[src/jpp_pkg.sv]
`timescale 1ns / 1ps

package jpp_pkg;

    localparam int BYTE_W           = 8;
    localparam int VALUE_W          = 16;
    localparam int PACKET_BYTES_DEF = 128;

    localparam logic [BYTE_W-1:0] CH_START = 8'h53;  // 'S'
    localparam logic [BYTE_W-1:0] CH_END   = 8'h45;  // 'E'
    localparam logic [BYTE_W-1:0] CH_ZERO  = 8'h30;  // '0'
    localparam logic [BYTE_W-1:0] CH_COMMA = 8'h2C;  // ','
    localparam logic [BYTE_W-1:0] CH_PLUS  = 8'h2B;  // '+'
    localparam logic [BYTE_W-1:0] CH_MINUS = 8'h2D;  // '-'
    localparam logic [BYTE_W-1:0] CH_SPACE = 8'h20;
    localparam logic [BYTE_W-1:0] CH_TAB   = 8'h09;
    localparam logic [BYTE_W-1:0] CH_CR    = 8'h0D;
    localparam logic [BYTE_W-1:0] CH_NUL   = 8'h00;
    localparam logic [BYTE_W-1:0] CH_NINE  = 8'h39;

    typedef enum logic [2:0] {
        PH_IDLE     = 3'd0,
        PH_X_LEAD   = 3'd1,
        PH_X_DIGITS = 3'd2,
        PH_X_DONE   = 3'd3,
        PH_Y_LEAD   = 3'd4,
        PH_Y_DIGITS = 3'd5,
        PH_Y_DONE   = 3'd6
    } t_phase;

endpackage

[src/jpp_byte_if.sv]
`timescale 1ns / 1ps

interface jpp_byte_if;
    import jpp_pkg::*;

    logic              valid;
    logic              ready;
    logic [BYTE_W-1:0] rx_byte;

    modport source (output valid, output rx_byte, input ready);
    modport sink   (input valid, input rx_byte, output ready);
endinterface

[src/jpp_result_if.sv]
`timescale 1ns / 1ps

interface jpp_result_if;
    import jpp_pkg::*;

    logic                      valid;
    logic                      ready;
    logic                      joystick_flag;
    logic signed [VALUE_W-1:0] x_value;
    logic signed [VALUE_W-1:0] y_value;

    modport source (output valid, output joystick_flag, output x_value, output y_value,
                    input ready);
    modport sink   (input valid, input joystick_flag, input x_value, input y_value,
                    output ready);
endinterface

[src/joystick_packet_parser.sv]
`timescale 1ns / 1ps

// Joystick packet parser.
// i_byte carries received UART bytes, one byte per handshake. Packets look like
// S<id><any><x>,<y>E; each well-formed packet gives one word on o_result with
// the id flag and the x and y fields, saturated to 16-bit signed.
// Bytes outside a packet, and packets with a NUL byte, no comma, or more than
// PACKET_BYTES-1 bytes, give no word.
// Timing: a byte is captured in the input register and then parsed into the
// packet state and the result register, so a result word is valid once its
// 'E' is parsed. One byte is taken every cycle while o_result does not stall;
// the single pass over the input register and the state is the only stage of work.
// Reset clears the packet state and both registers' valid flags; the parser
// then waits for an 'S'.
// When o_result stalls with a word held, the parse stage stops: one more byte
// is captured in the input register if it was empty, then i_byte.ready drops
// until the held word is taken.
module joystick_packet_parser #(
    parameter int PACKET_BYTES = jpp_pkg::PACKET_BYTES_DEF
) (
    input  logic         i_clk,
    input  logic         i_rst_n,
    jpp_byte_if.sink     i_byte,
    jpp_result_if.source o_result
);
    import jpp_pkg::*;

    localparam int POS_W = $clog2(PACKET_BYTES);
    localparam logic [POS_W-1:0] POS_LAST  = POS_W'(PACKET_BYTES - 1);
    localparam logic [POS_W-1:0] POS_ID    = POS_W'(1);
    localparam logic [POS_W-1:0] POS_FIELD = POS_W'(3);

    function automatic logic is_space(input logic [BYTE_W-1:0] b);
        return (b == CH_SPACE) || (b >= CH_TAB && b <= CH_CR);
    endfunction

    function automatic logic is_digit(input logic [BYTE_W-1:0] b);
        return (b >= CH_ZERO) && (b <= CH_NINE);
    endfunction

    function automatic logic [VALUE_W-1:0] accumulate(input logic [VALUE_W-1:0] mag,
                                                      input logic [BYTE_W-1:0] b);
        logic [VALUE_W+3:0] v;
        v = ((VALUE_W+4)'(mag) << 3) + ((VALUE_W+4)'(mag) << 1) + (VALUE_W+4)'(b[3:0]);
        return (v[VALUE_W+3:VALUE_W] != '0) ? {VALUE_W{1'b1}} : v[VALUE_W-1:0];
    endfunction

    function automatic logic signed [VALUE_W-1:0] to_signed(input logic neg,
                                                            input logic [VALUE_W-1:0] mag);
        logic [VALUE_W-1:0] r;
        if (neg) begin
            r = mag[VALUE_W-1] ? {1'b1, {(VALUE_W-1){1'b0}}} : VALUE_W'(0 - mag);
        end else begin
            r = mag[VALUE_W-1] ? {1'b0, {(VALUE_W-1){1'b1}}} : mag;
        end
        return $signed(r);
    endfunction

    logic              r_in_valid;
    logic [BYTE_W-1:0] r_in_byte;

    logic               r_in_packet, n_in_packet;
    logic [POS_W-1:0]   r_pos, n_pos;
    t_phase             r_phase, n_phase;
    logic               r_id, n_id;
    logic               r_x_neg, n_x_neg;
    logic [VALUE_W-1:0] r_x_mag, n_x_mag;
    logic               r_y_neg, n_y_neg;
    logic [VALUE_W-1:0] r_y_mag, n_y_mag;
    logic               r_zero, n_zero;

    logic                      r_out_valid;
    logic                      r_out_flag;
    logic signed [VALUE_W-1:0] r_out_x;
    logic signed [VALUE_W-1:0] r_out_y;

    logic s2_go;
    logic proc;
    logic emit;

    assign s2_go = !r_out_valid || o_result.ready;
    assign proc  = r_in_valid && s2_go;

    assign i_byte.ready           = !r_in_valid || s2_go;
    assign o_result.valid         = r_out_valid;
    assign o_result.joystick_flag = r_out_flag;
    assign o_result.x_value       = r_out_x;
    assign o_result.y_value       = r_out_y;

    always_ff @(posedge i_clk) begin
        if (!i_rst_n) begin
            r_in_valid <= 1'b0;
        end else if (i_byte.ready) begin
            r_in_valid <= i_byte.valid;
        end
        if (i_byte.ready && i_byte.valid) begin
            r_in_byte <= i_byte.rx_byte;
        end
    end

    always_comb begin
        n_in_packet = r_in_packet;
        n_pos       = r_pos;
        n_phase     = r_phase;
        n_id        = r_id;
        n_x_neg     = r_x_neg;
        n_x_mag     = r_x_mag;
        n_y_neg     = r_y_neg;
        n_y_mag     = r_y_mag;
        n_zero      = r_zero;
        emit        = 1'b0;

        if (proc) begin
            priority if (r_in_byte == CH_START) begin
                n_in_packet = 1'b1;
                n_pos       = POS_ID;
                n_phase     = PH_X_LEAD;
                n_id        = 1'b0;
                n_x_neg     = 1'b0;
                n_x_mag     = '0;
                n_y_neg     = 1'b0;
                n_y_mag     = '0;
                n_zero      = 1'b0;
            end else if (!r_in_packet) begin
                // drop bytes outside a packet
            end else if (r_pos >= POS_LAST) begin
                if (r_in_byte == CH_END) begin
                    n_in_packet = 1'b0;
                    n_pos       = '0;
                    n_phase     = PH_IDLE;
                end
            end else if (r_in_byte == CH_END) begin
                emit        = !r_zero && (r_phase == PH_Y_LEAD || r_phase == PH_Y_DIGITS ||
                                          r_phase == PH_Y_DONE);
                n_in_packet = 1'b0;
                n_pos       = '0;
                n_phase     = PH_IDLE;
            end else begin
                n_pos = r_pos + POS_W'(1);
                if (r_in_byte == CH_NUL) begin
                    n_zero = 1'b1;
                end
                if (r_pos == POS_ID) begin
                    n_id = (r_in_byte != CH_ZERO);
                end else if (r_pos >= POS_FIELD) begin
                    unique case (r_phase)
                        PH_X_LEAD: begin
                            priority if (r_in_byte == CH_COMMA) begin
                                n_phase = PH_Y_LEAD;
                            end else if (is_space(r_in_byte)) begin
                                // skip leading whitespace
                            end else if (r_in_byte == CH_PLUS || r_in_byte == CH_MINUS) begin
                                n_x_neg = (r_in_byte == CH_MINUS);
                                n_phase = PH_X_DIGITS;
                            end else if (is_digit(r_in_byte)) begin
                                n_x_mag = accumulate(r_x_mag, r_in_byte);
                                n_phase = PH_X_DIGITS;
                            end else begin
                                n_phase = PH_X_DONE;
                            end
                        end
                        PH_X_DIGITS: begin
                            if (is_digit(r_in_byte)) begin
                                n_x_mag = accumulate(r_x_mag, r_in_byte);
                            end else begin
                                n_phase = (r_in_byte == CH_COMMA) ? PH_Y_LEAD : PH_X_DONE;
                            end
                        end
                        PH_X_DONE: begin
                            if (r_in_byte == CH_COMMA) begin
                                n_phase = PH_Y_LEAD;
                            end
                        end
                        PH_Y_LEAD: begin
                            priority if (is_space(r_in_byte)) begin
                                // skip leading whitespace
                            end else if (r_in_byte == CH_PLUS || r_in_byte == CH_MINUS) begin
                                n_y_neg = (r_in_byte == CH_MINUS);
                                n_phase = PH_Y_DIGITS;
                            end else if (is_digit(r_in_byte)) begin
                                n_y_mag = accumulate(r_y_mag, r_in_byte);
                                n_phase = PH_Y_DIGITS;
                            end else begin
                                n_phase = PH_Y_DONE;
                            end
                        end
                        PH_Y_DIGITS: begin
                            if (is_digit(r_in_byte)) begin
                                n_y_mag = accumulate(r_y_mag, r_in_byte);
                            end else begin
                                n_phase = PH_Y_DONE;
                            end
                        end
                        default: begin
                            // hold: idle or y done
                        end
                    endcase
                end
            end
        end
    end

    always_ff @(posedge i_clk) begin
        if (!i_rst_n) begin
            r_in_packet <= 1'b0;
            r_pos       <= '0;
            r_phase     <= PH_IDLE;
            r_id        <= 1'b0;
            r_x_neg     <= 1'b0;
            r_x_mag     <= '0;
            r_y_neg     <= 1'b0;
            r_y_mag     <= '0;
            r_zero      <= 1'b0;
            r_out_valid <= 1'b0;
        end else begin
            r_in_packet <= n_in_packet;
            r_pos       <= n_pos;
            r_phase     <= n_phase;
            r_id        <= n_id;
            r_x_neg     <= n_x_neg;
            r_x_mag     <= n_x_mag;
            r_y_neg     <= n_y_neg;
            r_y_mag     <= n_y_mag;
            r_zero      <= n_zero;
            if (s2_go) begin
                r_out_valid <= emit;
            end
        end
        if (emit) begin
            r_out_flag <= r_id;
            r_out_x    <= to_signed(r_x_neg, r_x_mag);
            r_out_y    <= to_signed(r_y_neg, r_y_mag);
        end
    end

endmodule

[src/flat_wrapper.sv]
// flat-port wrapper written by rule: the top's interface ports become plain ports
module joystick_packet_parser_flat import jpp_pkg::*;
#(
    parameter int PACKET_BYTES = jpp_pkg::PACKET_BYTES_DEF
)
  (i_clk, i_rst_n, i_byte_valid, i_byte_rx_byte, i_byte_ready, o_result_valid, o_result_joystick_flag, o_result_x_value, o_result_y_value, o_result_ready);
  jpp_byte_if i_byte_i ();
  jpp_result_if o_result_i ();
  input  logic i_clk;
  input  logic i_rst_n;
  input wire logic [$bits(i_byte_i.valid)-1:0] i_byte_valid;
  input wire logic [$bits(i_byte_i.rx_byte)-1:0] i_byte_rx_byte;
  output wire logic [$bits(i_byte_i.ready)-1:0] i_byte_ready;
  output wire logic [$bits(o_result_i.valid)-1:0] o_result_valid;
  output wire logic [$bits(o_result_i.joystick_flag)-1:0] o_result_joystick_flag;
  output wire logic [$bits(o_result_i.x_value)-1:0] o_result_x_value;
  output wire logic [$bits(o_result_i.y_value)-1:0] o_result_y_value;
  input wire logic [$bits(o_result_i.ready)-1:0] o_result_ready;
  assign i_byte_i.valid = i_byte_valid;
  assign i_byte_i.rx_byte = i_byte_rx_byte;
  assign i_byte_ready = i_byte_i.ready;
  assign o_result_valid = o_result_i.valid;
  assign o_result_joystick_flag = o_result_i.joystick_flag;
  assign o_result_x_value = o_result_i.x_value;
  assign o_result_y_value = o_result_i.y_value;
  assign o_result_i.ready = o_result_ready;
  joystick_packet_parser #(.PACKET_BYTES(PACKET_BYTES)) u_core (.i_clk(i_clk), .i_rst_n(i_rst_n), .i_byte(i_byte_i), .o_result(o_result_i));
endmodule
[config.mk]
export PLATFORM = sky130hd
export DESIGN_NAME = joystick_packet_parser_flat
export DESIGN_NICKNAME = d
export VERILOG_FILES = /design/src/jpp_pkg.sv /design/src/jpp_byte_if.sv /design/src/jpp_result_if.sv /design/src/joystick_packet_parser.sv /design/src/flat_wrapper.sv
export SDC_FILE = /design/constraint.sdc
export NUM_CORES = 1
export LEC_CHECK = 0
export ABC_AREA = 0
export BUFFER_PORTS_ARGS = -buffer_cell sky130_fd_sc_hd__buf_2
export CAP_MARGIN = 20
export CORE_MARGIN = 8
export CORE_UTILIZATION = 45
export CTS_BUF_LIST = sky130_fd_sc_hd__clkbuf_16
export CTS_CLUSTER_DIAMETER = 80
export DETAILED_ROUTE_END_ITERATION = 8
export GPL_ROUTABILITY_DRIVEN = 0
export PLACE_DENSITY = 0.68
export SYNTH_ARGS = -nofsm -noshare
export SYNTH_HDL_FRONTEND = slang
export SYNTH_SLANG_ARGS = --single-unit
[constraint.sdc]
create_clock -name i_clk -period 4.2 [get_ports i_clk]
set_input_delay 0.21 -clock i_clk [delete_from_list [all_inputs] [get_ports i_clk]]
set_output_delay 0.21 -clock i_clk [all_outputs]
set_load 0.1 [all_outputs]
[Word level (Yosys, flattened, before mapping)]
Index checks and enable logic that the tools add are counted.
Operators by class
  add/sub/neg operators: 7
  reductions and logical operators: 36
  eq/ne operators: 31
  multiplexer cells: 88
  shift-type cells: 0
  multipliers: 0
  order comparisons: 6
  divide/modulo/power cells: 0
  bitwise logic cells: 0
Operator list (number)
  $mux 16: 25
  $pmux 16 s2: 2
  $mux 3: 16
  $add 19x17->20: 2
  $add 20x4->20: 2
  $mux 1: 36
  $mux 7: 5
  $eq 8x6->1 const B: 4
  $sub 1x16->16 const A: 2
  $mux 15: 2
  $reduce_and 10->1: 2
  $ne 3x2->1 const B: 6
  $reduce_and 9->1: 2
  $eq 8x7->1 const B: 2
  $pmux 3 s5: 1
  $reduce_bool 2->1: 7
  $ne 4x2->1 const B: 3
  $reduce_and 11->1: 1
  $ne 2x1->1 const B: 5
  $reduce_and 5->1: 2
  $eq 3x3->1 const B: 3
  $reduce_bool 3->1: 3
  $ge 8x4->1 const B: 1
  $ge 8x6->1 const B: 1
  20 further kinds: 33
Word-level totals
  bits in read-only memories: 0
  input bits: 12
  memories kept: 0
  flip-flop bits (word level): 90
  bits in writable memories: 0
  bits in latches: 0
  output and inout port bits: 35

[Longest topological paths before layout]
Gate-level depths: netlist of run 1.
  depth in word-level cells: 15
  mapped depth: 13

[Worst setup path after synthesis of run 1]
No wires, ideal clock.
  kind: register -> register
  start point: reg u_core.r_in_byte[3]
  end point: reg u_core.r_x_mag[13]
  arrival: 3.280 ns
  clock period less this slack: 3.400 ns
  buffers on the path: 1
  data required time: 4.080 ns
  path slack: 0.800 ns
  stages on the path, launching flop included: 13
  path through: edfxtp_1 -> fa_1 -> inv_1 -> fa_1 -> nor2b_1 -> o31ai_1 -> a21oi_1 -> a41oi_1 -> o21ai_0 -> mux2_2 -> o31a_1 -> clkbuf_1 -> a211o_1
On the way
  cells in the longest elaborated chain, start to end: 14
  elaborated cells on any way between the ends: 38
  classes of those cells: add/sub: 1; order compare: 4; eq/ne: 12; mux: 12; reduce/logical: 9
RTL lines
  start: declaration: RTL line joystick_packet_parser.sv:60  | logic [BYTE_W-1:0] r_in_byte;
  start signal: assignment: RTL line joystick_packet_parser.sv:97  | r_in_byte <= i_byte.rx_byte;
  $add 20x4->20: RTL line joystick_packet_parser.sv:44  | v = ((VALUE_W+4)'(mag) << 3) + ((VALUE_W+4)'(mag) << 1) + (VALUE_W+4)'(b[3:0]);
  $reduce_bool 4->1: RTL line joystick_packet_parser.sv:45  | return (v[VALUE_W+3:VALUE_W] != '0) ? {VALUE_W{1'b1}} : v[VALUE_W-1:0];
  $mux 16: RTL line joystick_packet_parser.sv:45
  $mux 16: RTL line joystick_packet_parser.sv:155, joystick_packet_parser.sv:163
  $mux 16: RTL line joystick_packet_parser.sv:152  | end else if (r_in_byte == CH_PLUS || r_in_byte == CH_MINUS) begin
  $mux 16: RTL line joystick_packet_parser.sv:150  | end else if (is_space(r_in_byte)) begin
  $mux 16: RTL line joystick_packet_parser.sv:148  | priority if (r_in_byte == CH_COMMA) begin
  $pmux 16 s2: RTL line joystick_packet_parser.sv:146  | unique case (r_phase)
  $mux 16: RTL line joystick_packet_parser.sv:145  | end else if (r_pos >= POS_FIELD) begin
  $mux 16: RTL line joystick_packet_parser.sv:143  | if (r_pos == POS_ID) begin
  $mux 16: RTL line joystick_packet_parser.sv:132  | end else if (r_in_byte == CH_END) begin
  $mux 16: RTL line joystick_packet_parser.sv:126  | end else if (r_pos >= POS_LAST) begin
  $mux 16: RTL line joystick_packet_parser.sv:124  | end else if (!r_in_packet) begin
  $mux 16: RTL line joystick_packet_parser.sv:114  | priority if (r_in_byte == CH_START) begin
  end signal: assignment: RTL line joystick_packet_parser.sv:221  | r_x_mag <= n_x_mag;
  end: declaration: RTL line joystick_packet_parser.sv:67  | logic [VALUE_W-1:0] r_x_mag, n_x_mag;
Several ways; a longest one is shown, not always the timed one. The select of a mux whose other input is x is not followed.
A chain may end at the register's enable or synchronous reset.

[Worst setup path after layout of run 1]
  start point: reg u_core.r_in_byte[3]
  end point: reg u_core.r_x_mag[3]
Same word-level chain as after synthesis.

==> flow_summary.toml, run 1 <==
[cells_and_area]
instances_no_fill = 926
n_antenna_cell = 0
syn_to_final_growth_pct = 10.8
nNetsFinal = 825
drive_above_1_share = 0.109

[setup_path]
critPathBufInv = 1
crit_top_cell = "fa_1"
crit_path_start_kind = "flop"
worstPathRequired_ns = 4.43
crit_path_max_fanout = 16
worstSetupEndpointType = "flop"
setup.worst_path.class = "flop to flop"
r2r_end = "u_core.r_x_mag[3]"
r2r-start = "u_core.r_in_byte[3]"
path_delay_family = "compound AO/OA/AOI/OAI gates"
cpPeakStageDelay_ns = 0.56
arrival_ns = 3.93
r2r_cells = 11
cp_cell_sequence = "fa_1 > inv_1 > fa_1 > nor2b_1 > o31ai_1 > a21oi_1 > a41oi_1 > o21ai_0 > mux2_2 > o31a_1 > a221o_1"
reg2reg_slack_ns = 0.49
slowest_stage = "fa_1"

[route]
antenna_left = 0
vias_per_cell = 5.90
drt-pass1-iter-count = 5
drtIter0Drc = 407
vias = 5463
drc_errors = 0
wl_per_cell_um = 15.8
wirelength_mm = 14.7

[synthesis]
synth-seq-cells = 90
synth_ff_type = "dfxtp_1"
synthCells = 708
synth_cell_types = 67
post-synth-top-count-cell = "nor2_1"
synth.top_cell.area_share = 0.193
synth_top_cell_by_area = "edfxtp_1"
synth-edff-count = 41
syn_nets = 792
syn_area_um2 = 6380
yosysSeqAreaShare = 0.347
synth_warnings = 0
postSynth.asyncResetShare = 0
synth_common_cells = "78 x nor2_1, 68 x ha_1, 58 x a21oi_1"
synth_area_leaders = "edfxtp_1 19%, dfxtp_1 15%, ha_1 13%"
avgSynthCellArea_um2 = 9.01

[cts]
cts_sinks = 90
hold_buffers = 0
clk_latency_ns = 0.35
path_clk_slew_ns = 0.07
post_cts_buffers = 0
cts_tree = "done"
h-tree-depth = 3
cts_resized = 0
cts_buffers = 9
cts-root-buf = "clkbuf_16"
clock_path_buffers = 2

[global_route]
grt-ovfl-total = 0
grt_pass1_vias = 4956
grt_start_max_net_pins = 35
grt_pass1_wl_mm = 24.0
grt_use_total = 0.159
antenna_found_initial = 0

[sta]
fin_crit_sh = 0.883
fmax_ghz = 0.270
setup_viol = 0
tightest_slew_ns = 0.995
final.setup.tns_ns = 0
final.min_clock_period_ns = 3.71
final_max_slew_viol_count = 0
rsz0062_at_grt = "no"
fin_skew_ns = 0.00950
hold_viol_final = 0
slew_headroom = 0.335

[placed_design]
dpl.hpwl_mm = 10.9
io_buffers = 46
numPlacedInstances = 910

[job]
drv_cap = 0

[die]
core_um2 = 13900
die_w_um = 135
core.rowCount = 43
pin_count = 47
die-area_um2 = 18200
die_h_um = 135
initial_utilization = 0.460

[power]
p_leak_nw = 3.17
powerDensity_nw_per_um2 = 265
vdd_ir_drop_max_uv = 168

[worst_hold_path]
min_from = "i_byte_rx_byte[6]"
hold_path.class = "input pin to flop"
worstHoldEndpoint = "u_core.r_in_byte[6]"
whs_path_depth = 1

[status]
status = "completed"
[metal layers]
metal  vias to the layer above  global-route usage  routed length [um]  share of wire
met5                         -                   0                   0              0
li1                       2730                   -                   -              -
met3                        17              0.0264                 832          0.057
met2                       152               0.245                6380           0.43
met4                         0              0.0537                 176          0.012
met1                      2564               0.220                7280           0.50
[where the power goes]
part	internal [W]	total (W)	leakage [nW]	switching, W
clock	0.000522	0.000892	0.155	0.000369
combinational	0.0000188	0.0000496	2.17	0.0000308
sequential	0.000917	0.000932	0.842	0.0000150
[how the worst max path moves through the flow]
stage / slack, ns / cells past startpoint / startpoint / endpoint
2_1_floorplan: 0.80 / 12 / u_core.r_in_byte[3] / u_core.r_x_mag[13]
3_3_place_gp: 0.64 / 11 / u_core.r_in_byte[3] / u_core.r_x_mag[13]
3_5_place_dp: 0.51 / 11 / u_core.r_in_byte[3] / u_core.r_x_mag[13]
4_1_cts: 0.50 / 11 / u_core.r_in_byte[3] / u_core.r_x_mag[3]
5_1_grt: 0.26 / 11 / u_core.r_in_byte[3] / u_core.r_x_mag[0]
6_report: 0.49 / 11 / u_core.r_in_byte[3] / u_core.r_x_mag[3]
[cell usage in the layout, fill, tap and decap left out, drive strengths merged, types with 4 or more instances in the layout]
master  count
edfxtp     41
nand3      17
clkbuf      9
o21ai      35
o21a        5
inv        33
fa          4
a211oi      6
xor2       20
xnor2      18
nor3b       6
mux2i       5
o22ai      14
a311oi      8
nor4b       4
or4         4
or3        10
nand2      49
nor3       13
nor4        6
o21bai      5
nor2b       8
nand4      10
a21oi      59
and2        5
nor2       78
a221o      15
a221oi      5
a21o       12
dfxtp      49
or4b        4
buf        51
a31oi       9
o31ai       7
ha         68
nand2b     10
a41oi       4
[area by class of cell]
| cell class | count | area [um^2] |
|---|---|---|
| Fill cell | 1267 | 6810 |
| Timing Repair Buffer | 51 | 268 |
| Tap cell | 180 | 225 |
| Multi-Input combinational cell | 559 | 3940 |
| Clock buffer | 9 | 225 |
| Clock inverter | 7 | 92.6 |
| Sequential cell | 90 | 2210 |
| Inverter | 30 | 113 |
[per-stage QoR]
stage / instance area, um^2 / setup slack (ns) / power, W / hold WS [ns] / utilization
after global routing: 7070 / 0.264 / 0.00192 / 0.0283 / 0.510
after CTS: 7070 / 0.500 / 0.00188 / 0.0240 / 0.510
after floorplan: 6380 / 0.800 / 0.000983 / 0.309 / -
after detailed placement: 6760 / 0.510 / 0.00100 / 0.388 / 0.487
final: 7070 / 0.493 / 0.00187 / 0.0325 / 0.510
after global placement: 6760 / 0.637 / 0.000997 / 0.389 / 0.487
[cell families after synthesis]
logic type	after synthesis	share of synthesized area
adder cells (fa/ha/maj)	72	0.146
multiplexers	6	0.00961
AO/OA/AOI/OAI	207	0.218
XOR/XNOR	38	0.0521
flip-flops	90	0.347
buffers and inverters	59	0.0376
AND/OR/NAND/NOR	236	0.190
[sequential cells by signal (all words and copies together), names as in the netlist]
register,flops
u_core.r_in_valid,1
u_core.r_phase,3
u_core.r_y_neg,1
u_core.r_pos,7
u_core.r_in_packet,1
u_core.o_result.x_value,16
u_core.r_in_byte,8
u_core.r_x_mag,16
u_core.r_x_neg,1
u_core.r_id,1
u_core.r_zero,1
u_core.o_result.y_value,16
u_core.o_result.valid,1
u_core.o_result.joystick_flag,1
u_core.r_y_mag,16
Note: power is estimated with default switching activity, not from simulation.
==> run 2, diff against run 1 <==
--- a/config.mk
+++ b/config.mk
@@ -8,7 +8,6 @@
 export ABC_AREA = 0
 export BUFFER_PORTS_ARGS = -buffer_cell sky130_fd_sc_hd__buf_2
 export CAP_MARGIN = 20
-export CORE_MARGIN = 8
 export CORE_UTILIZATION = 45
 export CTS_BUF_LIST = sky130_fd_sc_hd__clkbuf_16
 export CTS_CLUSTER_DIAMETER = 80
==> run 2 against run 1 <==
Compared with the run above: count of clock-buffer cells in the layout stayed put; non-clock buffer count stayed put; final cell count stayed put; core utilization hardly changed; final area hardly changed; sequential power hardly changed; clock power is 4.7% lower; largest cell class unchanged; highest routed layer unchanged.
==> flow_summary.toml, run 2 (synthesized netlist as in run 1, its figures left out) <==
[status]
status = "completed"

[power]
vdd_ir_drop_max_uv = 205
power_frac_comb = 0.027
pwr-share-clk = 0.464
p_switching_w = 0.000379
p_leak_nw = 3.18
switching_share = 0.207
power_frac_seq = 0.509
powerDensity_nw_per_um2 = 259
p_int_w = 0.00145

[route]
wirelength_mm = 14.4
wl_per_cell_um = 15.5
drtIter0Drc = 494
drt-pass1-iter-count = 8
vias_per_cell = 5.90
drc_errors = 0
vias = 5461
antenna_left = 0

[sta]
tightest_slew_ns = 0.987
fmax_ghz = 0.270
hold_viol_final = 0
fin_crit_sh = 0.880
setup_viol = 0
final.min_clock_period_ns = 3.70
rsz0062_at_grt = "no"
fin_skew_ns = 0.0114
slew_headroom = 0.341
final_max_slew_viol_count = 0
final.setup.tns_ns = 0

[cts]
cts_resized = 0
path_clk_slew_ns = 0.06
h-tree-depth = 3
cts_sinks = 90
cts-root-buf = "clkbuf_16"
post_cts_buffers = 0
cts_buffers = 9
clock_path_buffers = 2
clk_latency_ns = 0.35
cts_tree = "done"
hold_buffers = 0

[cells_and_area]
nNetsFinal = 825
seqCellArea_um2 = 2210
drive_above_1_share = 0.107
fillCellCount = 1276
final_core_util = 0.509
fin_area_um2 = 7070
n_antenna_cell = 0
layout_common_cells = "77 x nor2_1, 68 x ha_1, 58 x a21oi_1"
multi_input_comb_area_um2 = 3940
mostFrequentLayoutCell = "nor2_1"
syn_to_final_growth_pct = 10.8

[global_route]
grt_use_total = 0.205
grt-ovfl-total = 0
grt_pass1_vias = 5050
antenna_found_initial = 0
grt_start_max_net_pins = 35
grt_pass1_wl_mm = 24.1

[die]
initial_utilization = 0.460
die_h_um = 121
die-area_um2 = 14700
core.rowCount = 43
die_w_um = 121
core_um2 = 13900
pin_count = 47

[worst_hold_path]
min_from = "i_byte_rx_byte[7]"
hold_path.class = "input pin to flop"
worstHoldEndpoint = "u_core.r_in_byte[7]"
whs_path_depth = 1

[job]
drv_cap = 0

[setup_path]
r2r_cells = 11
setup.worst_path.class = "flop to flop"
crit_path_max_fanout = 16
path_depth = 11
reg2reg_slack_ns = 0.50
path_delay_family = "compound AO/OA/AOI/OAI gates"
r2r-start = "u_core.r_in_byte[3]"
critPathBufInv = 1
worstSetupEndpointType = "flop"
arrival_ns = 3.93
cpPeakStageDelay_ns = 0.57
worstPathRequired_ns = 4.43
cp_cell_sequence = "fa_1 > inv_1 > fa_1 > nor2b_1 > o31ai_1 > a21oi_1 > a41oi_1 > o21ai_0 > mux2_2 > o31a_1 > a221o_1"
slowest_stage = "fa_1"
crit_top_cell = "fa_1"
crit_path_start_kind = "flop"
r2r_end = "u_core.r_x_mag[9]"

[placed_design]
dpl_cell_area_um2 = 6760
dpl.hpwl_mm = 10.8
io_buffers = 46
## run 2: per-layer routing
metal	track usage	share of wire	vias up
met2	0.323	0.45	160
met4	0.0648	0.012	0
li1	-	-	2728
met5	0	0	-
met1	0.287	0.49	2553
met3	0.0334	0.051	20
## run 2: worst max-delay path by stage
stage,startpoint,end,slack (ns)
floorplan,u_core.r_in_byte[3],u_core.r_x_mag[13],0.80
global placement,u_core.r_in_byte[3],u_core.r_x_mag[13],0.63
detailed placement,u_core.r_in_byte[3],u_core.r_x_mag[13],0.55
CTS,u_core.r_in_byte[3],u_core.r_x_mag[2],0.54
global route,u_core.r_in_byte[3],u_core.r_x_mag[9],0.33
finish,u_core.r_in_byte[3],u_core.r_x_mag[9],0.50
## run 2: through the flow
| step | instances | hold slack (ns) | setup slack (ns) | total power [W] |
|---|---|---|---|---|
| 2_1_floorplan | 708 | 0.309 | 0.800 | 0.000983 |
| 3_3_place_gp | 910 | 0.390 | 0.630 | 0.000997 |
| 3_5_place_dp | 910 | 0.389 | 0.546 | 0.00100 |
| 4_1_cts | 926 | 0.0298 | 0.541 | 0.00185 |
| 5_1_grt | 926 | 0.0336 | 0.333 | 0.00189 |
| 6_report | 926 | 0.0411 | 0.502 | 0.00183 |
## run 2: area by class of cell
class                           instances  share of cell area
Clock inverter                          7              0.0126
Sequential cell                        90               0.313
Inverter                               30              0.0159
Timing Repair Buffer                   51              0.0379
Clock buffer                            9              0.0319
Tap cell                              180              0.0319
Multi-Input combinational cell        559               0.557
## run 2: power groups by stage
stage | combinational, W | clock [W] | sequential, W
global placement | 0.0000472 | 0 | 0.000950
floorplan | 0.0000410 | 0 | 0.000942
global route | 0.0000555 | 0.000899 | 0.000933
detailed placement | 0.0000486 | 0 | 0.000951
finish | 0.0000490 | 0.000850 | 0.000932
CTS | 0.0000488 | 0.000871 | 0.000932
## run 2: worst reg2reg max path, stage by stage, from the launching register on
cell and delay [ns]:
edfxtp_1 0.53, fa_1 0.57, inv_1 0.07, fa_1 0.46, nor2b_1 0.16, o31ai_1 0.12
a21oi_1 0.29, a41oi_1 0.16, o21ai_0 0.11, mux2_2 0.36, o31a_1 0.42, a221o_1 0.33
==> run 3, diff against run 2 <==
--- a/config.mk
+++ b/config.mk
@@ -13,6 +13,7 @@
 export CTS_CLUSTER_DIAMETER = 80
 export DETAILED_ROUTE_END_ITERATION = 8
 export GPL_ROUTABILITY_DRIVEN = 0
+export GPL_TIMING_DRIVEN = 0
 export PLACE_DENSITY = 0.68
 export SYNTH_ARGS = -nofsm -noshare
 export SYNTH_HDL_FRONTEND = slang
==> run 3 against run 2 <==
Compared with the run above: the run now ends with design-rule violations left; final cell count rose by 2.6%; combinational power rose by 21%; clock skew fell by 0.0033 ns; sequential cell count did not move; critical endpoint is now u_core.r_x_mag[14]; sequential power fell by 0.5%; highest routed layer unchanged; setup slack got worse by 0.37 ns; wire length rose by 6.3%.
==> flow_summary.toml, run 3 (synthesized netlist as in run 1, its figures left out) <==
[setup_path]
reg2reg_slack_ns = 0.13
worstPathRequired_ns = 4.43
crit_top_cell = "fa_1"
cpPeakStageDelay_ns = 0.59
slowest_stage = "fa_1"
worstSetupEndpointType = "flop"
path_delay_family = "compound AO/OA/AOI/OAI gates"
cp_cell_sequence = "fa_1 > inv_1 > fa_1 > nor2b_1 > o31ai_1 > a21oi_1 > a41oi_1 > o21ai_0 > mux2_2 > o31a_1 > clkbuf_1 > a221o_1"
crit_path_max_fanout = 10
critPathBufInv = 2
arrival_ns = 4.30
crit_path_start_kind = "flop"
setup.worst_path.class = "flop to flop"

[cts]
cts_tree = "done"
path_clk_slew_ns = 0.07
cts-root-buf = "clkbuf_16"
clk_latency_ns = 0.35
clock_path_buffers = 2
h-tree-depth = 3
cts_buffers = 9
cts_sinks = 90
post_cts_buffers = 0

[sta]
slew_headroom = 0.585
final.min_clock_period_ns = 4.07
fin_skew_ns = 0.00814
hold_viol_final = 0
rsz0062_at_grt = "no"
tightest_slew_ns = 0.622
fmax_ghz = 0.246
setup_viol = 0
hold_slack_ns = 0.0347
fin_crit_sh = 0.968
final_max_slew_viol_count = 0

[route]
drc_errors = 2
antenna_left = 0
wirelength_mm = 15.3
wl_per_cell_um = 16.1
drt-pass1-iter-count = 7
vias_per_cell = 5.95
vias = 5649
drtIter0Drc = 495

[power]
power_frac_comb = 0.033
powerDensity_nw_per_um2 = 250
p_leak_nw = 3.19
p_int_w = 0.00140
p_switching_w = 0.000393
pwr-share-clk = 0.450
vdd_ir_drop_max_uv = 159
switching_share = 0.220
power_frac_seq = 0.517
power.total_w = 0.00179

[job]
drv_cap = 0

[die]
core.rowCount = 43
initial_utilization = 0.460
die_w_um = 121
die-area_um2 = 14700
die_h_um = 121
pin_count = 47
core_um2 = 13900

[worst_hold_path]
hold_path.class = "input pin to flop"

[cells_and_area]
nNetsFinal = 849
n_antenna_cell = 0
drive_above_1_share = 0.106
layout_common_cells = "77 x nor2_1, 68 x ha_1, 58 x a21oi_1"
fin_area_um2 = 7160
mostFrequentLayoutCell = "nor2_1"
syn_to_final_growth_pct = 12.2
final_core_util = 0.516

[status]
violations = "design-rule violations"
status = "finished, violations left"

[global_route]
grt_use_total = 0.213
antenna_found_initial = 0
grt_pass1_vias = 5328
grt_start_max_net_pins = 33
grt-ovfl-total = 0
grt_pass1_wl_mm = 25.0

[placed_design]
dpl.hpwl_mm = 11.6
dpl_cell_area_um2 = 6860
io_buffers = 45
[run 3: changes by cell type in the layout (fill, tap and decap cells not counted), moves of 2 or more]
cell and delta:
buf_2 +2, buf_4 -5, buf_6 +2, clkbuf_1 +23, clkinv_1 +2, inv_1 -3
[run 3: per-stage QoR]
step	setup TNS, ns	worst slack, ns	cells
after floorplan	0	0.800	708
after global placement	-1.42	-0.0445	933
after detailed placement	0	0.0471	934
after CTS	0	0.0271	950
after global routing	0	0.0163	950
final	0	0.135	950
[run 3: final cells by class]
| class | count | area [um^2] |
|---|---|---|
| Buffer | 29 | 128 |
| Clock buffer | 9 | 225 |
| Clock inverter | 7 | 68.8 |
| Fill cell | 1266 | 6720 |
| Inverter | 30 | 113 |
| Multi-Input combinational cell | 559 | 3940 |
| Sequential cell | 90 | 2210 |
| Tap cell | 180 | 225 |
| Timing Repair Buffer | 46 | 245 |
[run 3: worst paths after layout]
check / from / to / depth (start not counted)
worst min-delay path: i_byte_rx_byte[6] / u_core.r_in_byte[6] / 1
worst max register to register: u_core.r_in_byte[3] / u_core.r_x_mag[14] / 12
worst max-delay path: u_core.r_in_byte[3] / u_core.r_x_mag[14] / 12
worst min register to register: u_core.r_id / u_core.o_result.joystick_flag / 0
[run 3: routing by layer]
layer	wire [um]	global-route usage	vias to the layer above
met3	843	0.0404	22
met1	7160	0.280	2636
li1	-	-	2808
met5	0	0	-
met2	7030	0.348	183
met4	244	0.0718	0
[run 3: power by group through the flow]
stage	logic (W)	registers (W)	clock network (W)
detailed placement	0.0000584	0.000946	0
floorplan	0.0000410	0.000942	0
finish	0.0000591	0.000927	0.000806
global route	0.0000658	0.000927	0.000854
global placement	0.0000560	0.000945	0
CTS	0.0000588	0.000926	0.000820
[run 3: timing repair]
action / CTS / global route
resized for setup: 0 / 1
hold buffers: 0 / 0
endpoints found under the setup margin: 0 / 10
